## src/hdl/bank_rwa_pkg.sv

```systemverilog
// Shared types and constants for the bank read/write arbiter.
package bank_rwa_pkg;

   localparam int NUM_BANKS_DEFAULT = 32;
   localparam int QOS_WIDTH_DEFAULT = 4;

   localparam int BANK_SEL_W = 5;
   localparam int QOS_W      = 4;
   localparam int POLICY_W   = 2;
   localparam int BANK_IDX_W = 8;
   localparam int COUNT_W    = 3;

   localparam logic [COUNT_W-1:0] READ_LIMIT = 3'd7;

   localparam int QUEUE_DEPTH = 2;

   typedef enum logic [POLICY_W-1:0] {
      POLICY_QOS_ALT    = 2'd0,
      POLICY_READ_PRI   = 2'd1,
      POLICY_WRITE_PRI  = 2'd2,
      POLICY_SEVEN_ONE  = 2'd3
   } policy_type;

   // A classified request as it travels from the front to the back.
   typedef struct packed {
      logic                  active;
      logic [BANK_IDX_W-1:0] bank;
      logic                  rd;
      logic                  wr;
      logic                  rd_qos_higher;
      logic                  wr_qos_higher;
   } cmd_type;

endpackage

```

## src/hdl/bank_rwa_front.sv

```systemverilog
// Front stage: accepts requests, checks the bank range and compares QoS levels.
module bank_rwa_front #(
   parameter int NUM_BANKS = bank_rwa_pkg::NUM_BANKS_DEFAULT,
   parameter int QOS_WIDTH = bank_rwa_pkg::QOS_WIDTH_DEFAULT
) (
   input  logic                                clock,
   input  logic                                reset,
   input  logic                                req_valid,
   output logic                                req_ready,
   input  logic [bank_rwa_pkg::BANK_SEL_W-1:0] req_bank_sel,
   input  logic                                req_read_valid,
   input  logic [bank_rwa_pkg::QOS_W-1:0]      req_read_qos,
   input  logic                                req_write_valid,
   input  logic [bank_rwa_pkg::QOS_W-1:0]      req_write_qos,
   output logic                                cmd_valid,
   input  logic                                cmd_ready,
   output bank_rwa_pkg::cmd_type               cmd
);

   localparam int QOS_KEEP = (QOS_WIDTH < bank_rwa_pkg::QOS_W) ? QOS_WIDTH
                                                                : bank_rwa_pkg::QOS_W;
   localparam logic [bank_rwa_pkg::QOS_W-1:0] QOS_MASK =
      bank_rwa_pkg::QOS_W'((32'd1 << QOS_KEEP) - 32'd1);

   logic                  valid_ff, valid_in;
   bank_rwa_pkg::cmd_type cmd_ff, cmd_in;
   logic                  req_accept;
   logic                  in_range;
   logic [bank_rwa_pkg::QOS_W-1:0] rq, wq;

   assign req_ready  = !valid_ff || cmd_ready;
   assign req_accept = req_valid && req_ready;

   always_comb begin
      in_range = 9'(req_bank_sel) < 9'(NUM_BANKS);
      rq = req_read_qos & QOS_MASK;
      wq = req_write_qos & QOS_MASK;
      cmd_in.active        = in_range && (req_read_valid || req_write_valid);
      cmd_in.bank          = bank_rwa_pkg::BANK_IDX_W'(req_bank_sel);
      cmd_in.rd            = req_read_valid;
      cmd_in.wr            = req_write_valid;
      cmd_in.rd_qos_higher = rq > wq;
      cmd_in.wr_qos_higher = wq > rq;
   end

   assign valid_in = req_accept || (valid_ff && !cmd_ready);

   always_ff @(posedge clock) begin
      if (reset) begin
         valid_ff <= 1'b0;
      end else begin
         valid_ff <= valid_in;
      end
   end

   always_ff @(posedge clock) begin
      if (req_accept) begin
         cmd_ff <= cmd_in;
      end
   end

   assign cmd_valid = valid_ff;
   assign cmd       = cmd_ff;

endmodule

```

## src/hdl/bank_rwa_queue.sv

```systemverilog
// Short queue of classified requests between the front and the back.
module bank_rwa_queue (
   input  logic                  clock,
   input  logic                  reset,
   input  logic                  in_valid,
   output logic                  in_ready,
   input  bank_rwa_pkg::cmd_type in_cmd,
   output logic                  out_valid,
   input  logic                  out_ready,
   output bank_rwa_pkg::cmd_type out_cmd
);

   localparam int DEPTH = bank_rwa_pkg::QUEUE_DEPTH;
   localparam int PTR_W = (DEPTH > 1) ? $clog2(DEPTH) : 1;
   localparam int CNT_W = $clog2(DEPTH + 1);

   bank_rwa_pkg::cmd_type mem [DEPTH];
   logic [PTR_W-1:0] wr_ptr_ff, wr_ptr_in;
   logic [PTR_W-1:0] rd_ptr_ff, rd_ptr_in;
   logic [CNT_W-1:0] count_ff, count_in;
   logic             push, pop;

   assign in_ready  = count_ff != CNT_W'(DEPTH);
   assign out_valid = count_ff != '0;
   assign push      = in_valid && in_ready;
   assign pop       = out_valid && out_ready;
   assign out_cmd   = mem[rd_ptr_ff];

   always_comb begin
      wr_ptr_in = wr_ptr_ff;
      rd_ptr_in = rd_ptr_ff;
      count_in  = count_ff;
      if (push) begin
         wr_ptr_in = (wr_ptr_ff == PTR_W'(DEPTH - 1)) ? '0 : wr_ptr_ff + 1'b1;
      end
      if (pop) begin
         rd_ptr_in = (rd_ptr_ff == PTR_W'(DEPTH - 1)) ? '0 : rd_ptr_ff + 1'b1;
      end
      if (push && !pop) begin
         count_in = count_ff + 1'b1;
      end else if (pop && !push) begin
         count_in = count_ff - 1'b1;
      end
   end

   always_ff @(posedge clock) begin
      if (reset) begin
         wr_ptr_ff <= '0;
         rd_ptr_ff <= '0;
         count_ff  <= '0;
      end else begin
         wr_ptr_ff <= wr_ptr_in;
         rd_ptr_ff <= rd_ptr_in;
         count_ff  <= count_in;
      end
   end

   always_ff @(posedge clock) begin
      if (push) begin
         mem[wr_ptr_ff] <= in_cmd;
      end
   end

endmodule

```

## src/hdl/bank_rwa_back.sv

```systemverilog
// Back stage: policy register, per-bank state, grant decision and response register.
module bank_rwa_back #(
   parameter int NUM_BANKS = bank_rwa_pkg::NUM_BANKS_DEFAULT
) (
   input  logic                              clock,
   input  logic                              reset,
   input  logic                              csr_wr_en,
   input  logic [bank_rwa_pkg::POLICY_W-1:0] csr_wr_data,
   input  logic                              cmd_valid,
   output logic                              cmd_ready,
   input  bank_rwa_pkg::cmd_type             cmd,
   output logic                              rsp_valid,
   input  logic                              rsp_ready,
   output logic                              rsp_grant_valid,
   output logic                              rsp_grant_write
);

   localparam int IDX_W = (NUM_BANKS > 1) ? $clog2(NUM_BANKS) : 1;

   bank_rwa_pkg::policy_type policy_ff;

   logic                             pref_ff [NUM_BANKS];
   logic [bank_rwa_pkg::COUNT_W-1:0] cnt_ff  [NUM_BANKS];

   logic                             rsp_valid_ff, rsp_valid_in;
   logic                             grant_valid_ff, grant_write_ff;
   logic                             pop;
   logic [IDX_W-1:0]                 idx;
   logic                             pref_cur, pref_in, pref_we;
   logic [bank_rwa_pkg::COUNT_W-1:0] cnt_cur, cnt_in;
   logic                             cnt_we;
   logic                             gw;

   assign cmd_ready    = !rsp_valid_ff || rsp_ready;
   assign pop          = cmd_valid && cmd_ready;
   assign rsp_valid_in = pop || (rsp_valid_ff && !rsp_ready);

   assign idx      = cmd.bank[IDX_W-1:0];
   assign pref_cur = pref_ff[idx];
   assign cnt_cur  = cnt_ff[idx];

   always_comb begin
      gw      = 1'b0;
      pref_in = pref_cur;
      cnt_in  = cnt_cur;
      pref_we = 1'b0;
      cnt_we  = 1'b0;
      case (policy_ff)
         bank_rwa_pkg::POLICY_QOS_ALT: begin
            if (cmd.rd && cmd.wr) begin
               gw = cmd.wr_qos_higher || (!cmd.rd_qos_higher && pref_cur);
            end else begin
               gw = cmd.wr;
            end
            // Preference moves to the command that lost this round.
            pref_in = !gw;
            pref_we = 1'b1;
         end
         bank_rwa_pkg::POLICY_READ_PRI: begin
            gw = !cmd.rd;
         end
         bank_rwa_pkg::POLICY_WRITE_PRI: begin
            gw = cmd.wr;
         end
         bank_rwa_pkg::POLICY_SEVEN_ONE: begin
            if (cmd.rd && (!cmd.wr || cnt_cur < bank_rwa_pkg::READ_LIMIT)) begin
               gw = 1'b0;
               if (cnt_cur < bank_rwa_pkg::READ_LIMIT) begin
                  cnt_in = cnt_cur + 1'b1;
               end
            end else begin
               gw     = 1'b1;
               cnt_in = '0;
            end
            cnt_we = 1'b1;
         end
         default: begin
            gw = cmd.wr;
         end
      endcase
   end

   always_ff @(posedge clock) begin
      if (reset) begin
         policy_ff <= bank_rwa_pkg::POLICY_QOS_ALT;
      end else if (csr_wr_en) begin
         policy_ff <= bank_rwa_pkg::policy_type'(csr_wr_data);
      end
   end

   always_ff @(posedge clock) begin
      if (reset) begin
         for (int i = 0; i < NUM_BANKS; i++) begin
            pref_ff[i] <= 1'b0;
            cnt_ff[i]  <= '0;
         end
      end else if (pop && cmd.active) begin
         if (pref_we) begin
            pref_ff[idx] <= pref_in;
         end
         if (cnt_we) begin
            cnt_ff[idx] <= cnt_in;
         end
      end
   end

   always_ff @(posedge clock) begin
      if (reset) begin
         rsp_valid_ff <= 1'b0;
      end else begin
         rsp_valid_ff <= rsp_valid_in;
      end
   end

   always_ff @(posedge clock) begin
      if (pop) begin
         grant_valid_ff <= cmd.active;
         grant_write_ff <= cmd.active && gw;
      end
   end

   assign rsp_valid       = rsp_valid_ff;
   assign rsp_grant_valid = grant_valid_ff;
   assign rsp_grant_write = grant_write_ff;

endmodule

```

## src/hdl/bank_read_write_arbiter_core.sv

```systemverilog
// Top level of the bank read/write arbiter.
// Each request names a sub-bank and the read and write heads waiting there with their QoS
// levels, and gets exactly one response: a grant flag and the granted command (0 read,
// 1 write), or no grant when the sub-bank is out of range or nothing waits. The block takes
// one request per clock and returns one response per clock while the response side does not
// stall. A request passes through the front register, a two-entry queue and the back stage,
// which reads and updates the per-bank preference and read count in the same cycle, so
// requests to one bank may follow each other directly. The policy register is written at any
// edge with csr_wr_en high and must only change while no request is in flight.
module bank_read_write_arbiter_core #(
   parameter int NUM_BANKS = bank_rwa_pkg::NUM_BANKS_DEFAULT,
   parameter int QOS_WIDTH = bank_rwa_pkg::QOS_WIDTH_DEFAULT
) (
   input  logic                                clock,
   input  logic                                reset,
   input  logic                                csr_wr_en,
   input  logic [bank_rwa_pkg::POLICY_W-1:0]   csr_wr_data,
   input  logic                                req_valid,
   output logic                                req_ready,
   input  logic [bank_rwa_pkg::BANK_SEL_W-1:0] req_bank_sel,
   input  logic                                req_read_valid,
   input  logic [bank_rwa_pkg::QOS_W-1:0]      req_read_qos,
   input  logic                                req_write_valid,
   input  logic [bank_rwa_pkg::QOS_W-1:0]      req_write_qos,
   output logic                                rsp_valid,
   input  logic                                rsp_ready,
   output logic                                rsp_grant_valid,
   output logic                                rsp_grant_write
);

   logic                  front_valid, front_ready;
   bank_rwa_pkg::cmd_type front_cmd;
   logic                  queue_valid, queue_ready;
   bank_rwa_pkg::cmd_type queue_cmd;

   bank_rwa_front #(
      .NUM_BANKS(NUM_BANKS),
      .QOS_WIDTH(QOS_WIDTH)
   ) u_front (
      .clock          (clock),
      .reset          (reset),
      .req_valid      (req_valid),
      .req_ready      (req_ready),
      .req_bank_sel   (req_bank_sel),
      .req_read_valid (req_read_valid),
      .req_read_qos   (req_read_qos),
      .req_write_valid(req_write_valid),
      .req_write_qos  (req_write_qos),
      .cmd_valid      (front_valid),
      .cmd_ready      (front_ready),
      .cmd            (front_cmd)
   );

   bank_rwa_queue u_queue (
      .clock    (clock),
      .reset    (reset),
      .in_valid (front_valid),
      .in_ready (front_ready),
      .in_cmd   (front_cmd),
      .out_valid(queue_valid),
      .out_ready(queue_ready),
      .out_cmd  (queue_cmd)
   );

   bank_rwa_back #(
      .NUM_BANKS(NUM_BANKS)
   ) u_back (
      .clock          (clock),
      .reset          (reset),
      .csr_wr_en      (csr_wr_en),
      .csr_wr_data    (csr_wr_data),
      .cmd_valid      (queue_valid),
      .cmd_ready      (queue_ready),
      .cmd            (queue_cmd),
      .rsp_valid      (rsp_valid),
      .rsp_ready      (rsp_ready),
      .rsp_grant_valid(rsp_grant_valid),
      .rsp_grant_write(rsp_grant_write)
   );

endmodule

```

## config.mk

```make
export PLATFORM = sky130hd
export DESIGN_NAME = bank_read_write_arbiter_core
export DESIGN_NICKNAME = d
export VERILOG_FILES = /design/src/hdl/bank_rwa_pkg.sv /design/src/hdl/bank_rwa_front.sv /design/src/hdl/bank_rwa_queue.sv /design/src/hdl/bank_rwa_back.sv /design/src/hdl/bank_read_write_arbiter_core.sv
export SDC_FILE = /design/constraint.sdc
export NUM_CORES = 1
export LEC_CHECK = 0
export BUFFER_PORTS_ARGS = -buffer_cell sky130_fd_sc_hd__buf_2
export CORE_MARGIN = 2
export CORE_UTILIZATION = 56
export CTS_CLUSTER_DIAMETER = 200
export DETAILED_ROUTE_END_ITERATION = 8
export MAX_ROUTING_LAYER = met4
export PLACE_DENSITY_LB_ADDON = 0.12
export SYNTH_ARGS = -nofsm -noshare
export SYNTH_HDL_FRONTEND = slang
export SYNTH_SLANG_ARGS = --single-unit
```

## constraint.sdc

```tcl
create_clock -name clock -period 4 [get_ports clock]
set_input_delay 0 -clock clock [delete_from_list [all_inputs] [get_ports clock]]
set_output_delay 0 -clock clock [all_outputs]
set_load 0.05 [all_outputs]
```

# Word level (Yosys, flattened, before mapping)
# Memory sizes are Yosys's and may differ from the RTL's. A register that Yosys moved wholly into a read port is not among the register bits.
# Index checks and enable logic that the tools add are counted.
# word_totals
ff_bits	20
ramBits	148
in_bits	22
output_inout_bits	4
elab_cells	97
n_memories	3
# classes
add_sub_neg	5
order_cmp	3
n_eq_ne	4
muxes	34
n_reduce_logical	34
# mem_list
name	depth	word_bits	rd	rd_clocked_by_memory_dff	wr	line_no	rtl
u_back.cnt_ff	32	3	1	0	32	bank_rwa_back.sv:23	logic [bank_rwa_pkg::COUNT_W-1:0] cnt_ff [NUM_BANKS];
u_back.pref_ff	32	1	1	0	32	bank_rwa_back.sv:22	logic pref_ff [NUM_BANKS];
u_queue.mem	2	10	1	1	1	bank_rwa_queue.sv:17	bank_rwa_pkg::cmd_type mem [DEPTH];
# ops
cell	count
1-bit two-way mux	25
1-bit logical AND	12
3-bit two-way mux	4
1-bit zero test	10
5-bit two-way mux	2
4-bit greater-than comparator	2
1-bit logical OR	7
2-bit equality test, second input constant	2
2-bit two-way mux	2
1-bit one-hot mux with 4 select lines	1
2-bit nonzero test	2
3-bit by 1-bit adder with 3-bit output, second input constant	1
3-bit less-than comparator, second input constant	1
3-bit OR reduction	1
1-bit adder, second input constant	2
2-bit by 1-bit adder with 2-bit output, second input constant	1
2-bit by 1-bit equality test with 1-bit output, second input constant	1
2-bit zero test	1
2-bit inequality test, second input constant	1
2-bit by 1-bit subtractor with 2-bit output, second input constant	1
1-bit OR reduction	1

# Longest topological paths before layout
# Gate-level depths: netlist (run 1).
# logic_depth
ltp_word	9
depth_mapped	15
depth_no_buf	11

# Cells and area by module
# From an unflattened synthesis (run 1), not the netlist that was laid out.
# unflattened
hier_cells	732
hier_area_um2	8827.2
# modules_own_cells
mod	n_inst	cells_each	area_per_inst_um2	seq_area_each_um2
bank_rwa_back	1	633	7176.9	3963.8
bank_rwa_queue	1	64	1162.4	880.8
bank_rwa_front	1	35	488.0	320.3

# Worst setup path before layout (run 1)
# OpenSTA, ideal clock, no wires.
# synth_path
path_kind	reg2reg
from	memory u_queue.mem[1][5] (netlist name)
to	memory u_back.cnt_ff[0][1] (netlist name) (data pin)
setup_time_ps	273
arrival_ps	2892
required_ps	3727
path_slack_ps	835
stages_incl_launch_ff	12
n_path_buf	3
period_less_slack_ps	3165
cell_sequence	edfxtp_1 -> mux2_1 -> buf_6 -> mux4_2 -> a22oi_1 -> and4b_1 -> clkbuf_1 -> inv_1 -> ha_1 -> a31oi_1 -> clkbuf_1 -> nor3_2
# synth_rtl
element	line_no
start, declared	bank_rwa_queue.sv:17
end, declared	bank_rwa_back.sv:23

==> impl_metrics.csv, run 1 <==
group,metric,value,unit
status,run_status,"complete, no violations",
critical_path,crit_path_max_fanout,26,
logic_synthesis,mean_post_synth_cell_area,11.84,um2
global_route,grt_first_pass_wirelength,33530,um
critical_path,worst_r2r_endpoint,"u_back.cnt_ff[31][1]",
sta,hold_violations_final,0,
cells_and_area,combined_area_of_the_multi_input_logic_cells,3427,um2
critical_path,reg2reg_slack,240,ps
cells_and_area,finish.instance_area,9804,um2
placement,port_buffers,25,
logic_synthesis,synth.cell_area,8705,um2
critical_path,crit_required,4180,ps
cells_and_area,drive_above_1_share,0.1904,
sta,final_skew,13.26,ps
logic_synthesis,syn_nets,763,
cells_and_area,post-route-util,0.6449,
sta,final.setup.worst_slack,239.0,ps
placement,detailed_place.area,9095,um2
clock_network,clock-sinks,169,
cells_and_area,final_net_count,808,
clock_network,cts.root.buffer_cell,"clkbuf_16",
sta,period_utilisation_layout,0.9402,
sta,final_period_minus_worst_setup_slack,3761,ps
min_path,timing.hold.worst_endpoint,"u_front.cmd[1]",
logic_synthesis,yosysMostFrequentCell,"edfxtp_1",
logic_synthesis,synth_largest_type_area_fraction,0.5520,
sta,drv_slew,0,
floorplan,start_util,0.5726,
logic_synthesis,netlist_top_cells_area,"edfxtp_1 (55%), nor2_1 (3.8%), nor3_2 (3.4%)",
logic_synthesis,synth_top_cell_by_area,"edfxtp_1",
logic_synthesis,synth_enable_flop_cells,160,
placement,dp_cells,935,
drt,total_wire_length_after_detailed_routing,21720,um
critical_path,crit_type,"register to register",
clock_network,clock_pin_slew_on_the_worst_setup_and_hold_paths,60,ps
sta,setup_tns,0,ps
min_path,worst_hold_path_type,"input port to register",
sta,timing.fmax,265.9,MHz
global_route,number_of_global_route_vias_before_repair,6202,
clock_network,number_of_buffers_inserted_during_clock_tree_synthesis,17,
placement,place_congestion,0.9734,
min_path,worstHoldStart,"req_write_qos[0]",
drt,dr_total_vias,6085,
placement,dpl_worst_slack,225.1,ps
clock_network,htree_num_levels,4,
sta,slew_worst_pin,946.9,ps
sta,setup_viol_count_final,0,
floorplan,die_w,128.7,um
logic_synthesis,post_synth_most_frequent_cells,"edfxtp_1 (160), nor2_1 (89), nand2_1 (74)",
pwr,powerDensity,548.7,nW/um2
drt,drt_first_pass_iters,5,
logic_synthesis,most_used_dff_post_synth,"edfxtp_1",
placement,post-dp-hpwl,14610,um
drt,route.detailed.vias_per_inst,6.203,
logic_synthesis,synthesis.instances,735,
floorplan,core_region_area,15200,um2
global_route,grt_remaining_overflow,0,
run,maxCapViolCount,0,
cells_and_area,fillerInstances,1194,
cells_and_area,diodes,0,
logic_synthesis,yosys_register_bits,169,
cells_and_area,regArea,4985,um2
global_route,grt_util_all_layers,0.2824,
critical_path,cp-start-kind,"register",
pwr,p_leak,3.537,nW
clock_network,tritoncts,"yes",
sta,holdWs,72.29,ps
drt,ant_nets,0,
drt,drt-initial-drc-count,693,
drt,drc_errors,0,
logic_synthesis,async_set_or_reset_flop_fraction_in_the_synthesized_netlist,0,
clock_network,clock_tree.buffer_depth,2,
clock_network,clk_latency,430,ps
global_route,grt_antenna_before_repair,0,
floorplan,dieArea,16560,um2
sta,slew-limit-headroom,0.3664,
cells_and_area,area_delta_synth_final,12.63,%
sta,grt_setup_unrepaired,"false",
logic_synthesis,ys.warnings.count,0,
cells_and_area,instances_no_fill,981,
pwr,peakVddDrop,0.0003201,V
critical_path,critPathCaptureType,"register",
floorplan,num_rows,45,
critical_path,crit_arrival,3940,ps
floorplan,io_pins,26,
logic_synthesis,ys_seq_area_frac,0.5727,
pwr,total_power,5.379,mW
global_route,pin_count_of_the_biggest_net_entering_global_routing,74,
floorplan,die_y,128.7,um
min_path,whs_path_depth,3,
logic_synthesis,ys_types,82,
critical_path,ff2ff_path_depth,12,
drt,drt-wirelength-per-cell,22.14,um
==> cell type report <==
type / instances / area share
repair buffers: 68 / 0.05436
multi-input cells: 508 / 0.3495
inverters: 16 / 0.006126
clock buffers: 23 / 0.05105
clock inverters: 9 / 0.006508
well taps: 188 / 0.02399
flip-flops and latches: 169 / 0.5084
==> placed cells by master, fill, tap and decap left out, types with 5 or more instances in the layout <==
cell           count
a2111o_1           5
a21boi_0           9
a21o_1            12
a21oi_1           31
and2_1            40
buf_2             25
buf_4             25
clkbuf_16         19
dfxtp_1            9
dlygate4sd3_1     14
edfxtp_1         160
ha_1               6
inv_1             16
mux2_2             5
mux2i_1           13
mux4_2             6
nand2_1           74
nand2b_1          41
nor2_1            89
nor3_1             5
nor3_2            30
o21ai_0            8
o21bai_1          32
o22ai_1            9
==> what timing repair did <==
item                       CTS  global route
resized for setup            0             1
setup endpoints to repair    0             2
hold buffers                14             0
setup buffers                0             0
hold endpoints to repair    13             0
==> layer usage <==
layer / wire [um] / vias up / track usage
met1: 9113 / 3022 / 0.3574
met3: 1391 / 45 / 0.07027
li1: - / 2783 / -
met4: 579 / 0 / 0.1068
met5: 0 / - / -
met2: 10640 / 235 / 0.4426
==> how the worst max path moves through the flow <==
stage / depth (start not counted) / start / end
floorplan: 11 / u_queue.mem[1][5] / u_back.cnt_ff[0][1]
global placement: 12 / register / u_back.cnt_ff[31][1]
detailed placement: 12 / register / u_back.cnt_ff[31][1]
CTS: 12 / register / u_back.cnt_ff[31][1]
global route: 10 / register / u_back.cnt_ff[20][1]
finish: 12 / register / u_back.cnt_ff[31][1]
==> where the power goes <==
| group | switching (mW) | total [mW] | internal [mW] |
|---|---|---|---|
| combinational | 1.10 | 1.68 | 0.575 |
| clock | 0.689 | 1.58 | 0.888 |
| sequential | 0.0765 | 2.12 | 2.05 |
| total | 1.87 | 5.38 | 3.51 |
==> cells by family (layout without fill, tap and decap cells) <==
kind of cell	after synthesis	count (layout)	synth area share
mux	28	28	0.04283
simple gates	318	318	0.2041
buf+inv	58	116	0.03838
flops	169	169	0.5727
fa+ha+maj	6	6	0.008624
xor+xnor	4	4	0.004024
compound gates	152	152	0.1294
==> critical path, stage by stage (launching register included) <==
cell,delay (ps)
dfxtp_1,640
or3b_1,480
nand2_4,180
a2111o_1,470
a22oi_1,330
nand4_2,220
inv_1,170
ha_1,290
nand2_1,70
o21ai_0,130
a21oi_4,190
buf_12,240
nor3_1,80
==> registers in the layout (all words and copies together), names as in the netlist, named ones only <==
name                    count
u_back.policy_ff            2
u_back.rsp_grant_write      1
u_queue.rd_ptr_ff           1
u_front.cmd                10
u_back.pref_ff             32
u_queue.count_ff            2
u_front.cmd_valid           1
u_queue.mem                20
u_queue.wr_ptr_ff           1
u_back.rsp_grant_valid      1
u_back.rsp_valid            1
u_back.cnt_ff              96
No activity file was read; power rests on OpenSTA's default activity.
==> inputs of run 2 (changes only) <==
==> constraint.sdc (replaced) <==
create_clock -name clock -period 3.9 [get_ports clock]
set_input_delay 0 -clock clock [delete_from_list [all_inputs] [get_ports clock]]
set_output_delay 0 -clock clock [all_outputs]
set_load 0.05 [all_outputs]
==> run 2 against run 1 <==
  * Sequential cell count did not move
  * Clock power up 12%
  * Worst hold slack worse by 56 ps
  * Sequential power is 3% higher
  * Largest cell class unchanged
  * Largest power group unchanged
==> impl_metrics.csv, run 2 (synthesis results as in run 1) <==
group,metric,value,unit
status,run_status,"complete, no violations",
floorplan,die_y,128.7,um
cells_and_area,largest_register,"u_back.cnt_ff",
pwr,cell_internal_pwr,3.709,mW
pwr,peakVddDrop,0.0004328,V
global_route,number_of_global_route_vias_before_repair,6058,
clock_network,clock_pin_slew_on_the_worst_setup_and_hold_paths,70,ps
sta,timing.fmax,273.7,MHz
drt,drt_first_pass_iters,5,
critical_path,crit_arrival,3840,ps
cells_and_area,number_of_flip_flops_in_the_largest_register,96,
sta,setup_tns,0,ps
drt,drt-initial-drc-count,459,
floorplan,dieArea,16560,um2
cells_and_area,layout_top_registers,"u_back.cnt_ff: 96 flops, u_back.pref_ff: 32 flops, u_queue.mem: 20 flops",
sta,slew-limit-headroom,0.3416,
critical_path,crit_path_max_fanout,32,
cells_and_area,diodes,0,
critical_path,cp_common_cell,"buf_4",
sta,period_utilisation_layout,0.9367,
placement,dp_cells,935,
critical_path,crit_required,4080,ps
drt,topRoutingLayerUsed,"met4",
pwr,powerDensity,574.2,nW/um2
sta,final_skew,10.62,ps
pwr,power.switching,1.956,mW
sta,final_period_minus_worst_setup_slack,3653,ps
pwr,clock_power_share,0.312,
cells_and_area,final_common_cell,"edfxtp_1",
sta,grt_setup_unrepaired,"false",
drt,met1Wirelength,9321,um
drt,drt-wirelength-per-cell,22.05,um
sta,setup_viol_count_final,0,
pwr,power.share.switching,0.3453,
placement,post-dp-hpwl,14550,um
floorplan,num_rows,45,
critical_path,crit_type,"register to register",
pwr,p_leak,3.569,nW
global_route,grt_util_all_layers,0.2901,
drt,ant_nets,0,
drt,route.detailed.vias_per_inst,6.210,
clock_network,clock-sinks,169,
placement,dpl_worst_slack,84.28,ps
global_route,grt_antenna_before_repair,0,
min_path,worstHoldStart,"req_write_qos[0]",
cells_and_area,area_delta_synth_final,13.35,%
floorplan,io_pins,26,
global_route,pin_count_of_the_biggest_net_entering_global_routing,74,
drt,drc_errors,0,
critical_path,cp-start-kind,"register",
clock_network,clock_tree.buffer_depth,2,
cells_and_area,layout_common_cells,"edfxtp_1 (160), nor2_1 (89), nand2_1 (74), nand2b_1 (41), and2_1 (40)",
cells_and_area,instances_no_fill,984,
placement,place_congestion,0.8978,
critical_path,timing.critical_path.slowest_stage_cell,"or4_4",
placement,port_buffers,25,
clock_network,number_of_buffers_inserted_during_clock_tree_synthesis,17,
sta,holdWs,15.88,ps
run,maxCapViolCount,0,
sta,hold_violations_final,0,
clock_network,clk_latency,440,ps
cells_and_area,post-route-util,0.6491,
pwr,seq_power_share,0.385,
clock_network,tritoncts,"yes",
cells_and_area,final_net_count,811,
sta,final.setup.worst_slack,246.8,ps
critical_path,timing.critical_path.slowest_cell_delay,520,ps
sta,slew_worst_pin,983.9,ps
drt,total_wire_length_after_detailed_routing,21700,um
drt,dr_total_vias,6111,
clock_network,cts.root.buffer_cell,"clkbuf_16",
critical_path,critPathCaptureType,"register",
floorplan,start_util,0.5726,
cells_and_area,fillerInstances,1184,
floorplan,die_w,128.7,um
critical_path,cp_num_buf_inv,3,
critical_path,path_delay_family,"simple AND/OR/NAND/NOR gates",
global_route,grt_first_pass_wirelength,34130,um
drt,met2_length,10730,um
floorplan,core_region_area,15200,um2
clock_network,htree_num_levels,4,
pwr,combinational_fraction_of_design_power,0.303,
sta,drv_slew,0,
cells_and_area,drive_above_1_share,0.1997,
critical_path,timing.critical_path.cells,"buf_4 -> mux2i_1 -> buf_4 -> nand2_1 -> a32o_1 -> nor4_2 -> nand2_2 -> or4_4 -> a21oi_4 -> buf_12 -> nor3_2",
global_route,grt_remaining_overflow,0,
min_path,worst_hold_path_type,"input port to register",
drt,met3_length,1336,um
==> run 2: cell count changes in the layout (fill, tap and decap cells not counted), moves of 2 or more <==
cell,previous run,this run
clkbuf_16,19,17
bufinv_16,0,3
buf_4,25,29
clkbuf_1,3,0
inv_6,1,5
inv_4,2,0
==> run 2: path summary, 6_finish.rpt <==
path                            slack (ps)             endpoint  cells after the start
worst max-delay path                   250  u_back.cnt_ff[5][1]                     11
worst min-delay path                    20       u_front.cmd[1]                      3
worst max register to register         250  u_back.cnt_ff[5][1]                     11
worst min register to register         450    u_queue.mem[0][3]                      0
==> run 2: what timing repair did <==
| action | in CTS | in global routing |
|---|---|---|
| hold endpoints to repair | 13 | 0 |
| hold buffers | 14 | 0 |
| gates resized for setup | 0 | 3 |
| buffers inserted | 0 | 3 |
| setup endpoints to repair | 0 | 64 |
==> run 2: per-stage QoR <==
stage / power (mW) / instance area (um2)
3_5_place_dp: 3.892 / 9082
3_3_place_gp: 3.862 / 9082
4_1_cts: 5.656 / 9836
2_1_floorplan: 3.339 / 8705
6_report: 5.666 / 9867
5_1_grt: 5.890 / 9867
==> run 2: cell type report <==
cell class                      instances  area [um2]  share of cell area
Sequential cell                       169        4986              0.5053
Timing Repair Buffer                   71       543.0             0.05503
Inverter                               16       60.06            0.006087
Tap cell                              188       235.2             0.02384
Multi-Input combinational cell        508        3430              0.3476
Clock inverter                         15       187.7             0.01902
Clock buffer                           17       425.4             0.04311
==> run 2: worst min-delay path, cell delays in order <==
cell	delay (ps)
buf_2	80
ha_1	110
a41oi_1	80
==> run 2: power by group through the flow <==
stage	Combinational [mW]	Sequential, mW	Clock, mW
finish	1.72	2.18	1.77
global route	1.83	2.19	1.86
CTS	1.70	2.18	1.78
detailed placement	1.67	2.22	0
global placement	1.65	2.21	0
floorplan	1.12	2.22	0
==> run 2: per-layer routing <==
| layer | GRT usage | vias to the layer above |
|---|---|---|
| met4 | 0.09910 | 0 |
| met1 | 0.3825 | 3060 |
| li1 | - | 2796 |
| met3 | 0.05613 | 30 |
| met2 | 0.4550 | 225 |
| met5 | - | - |
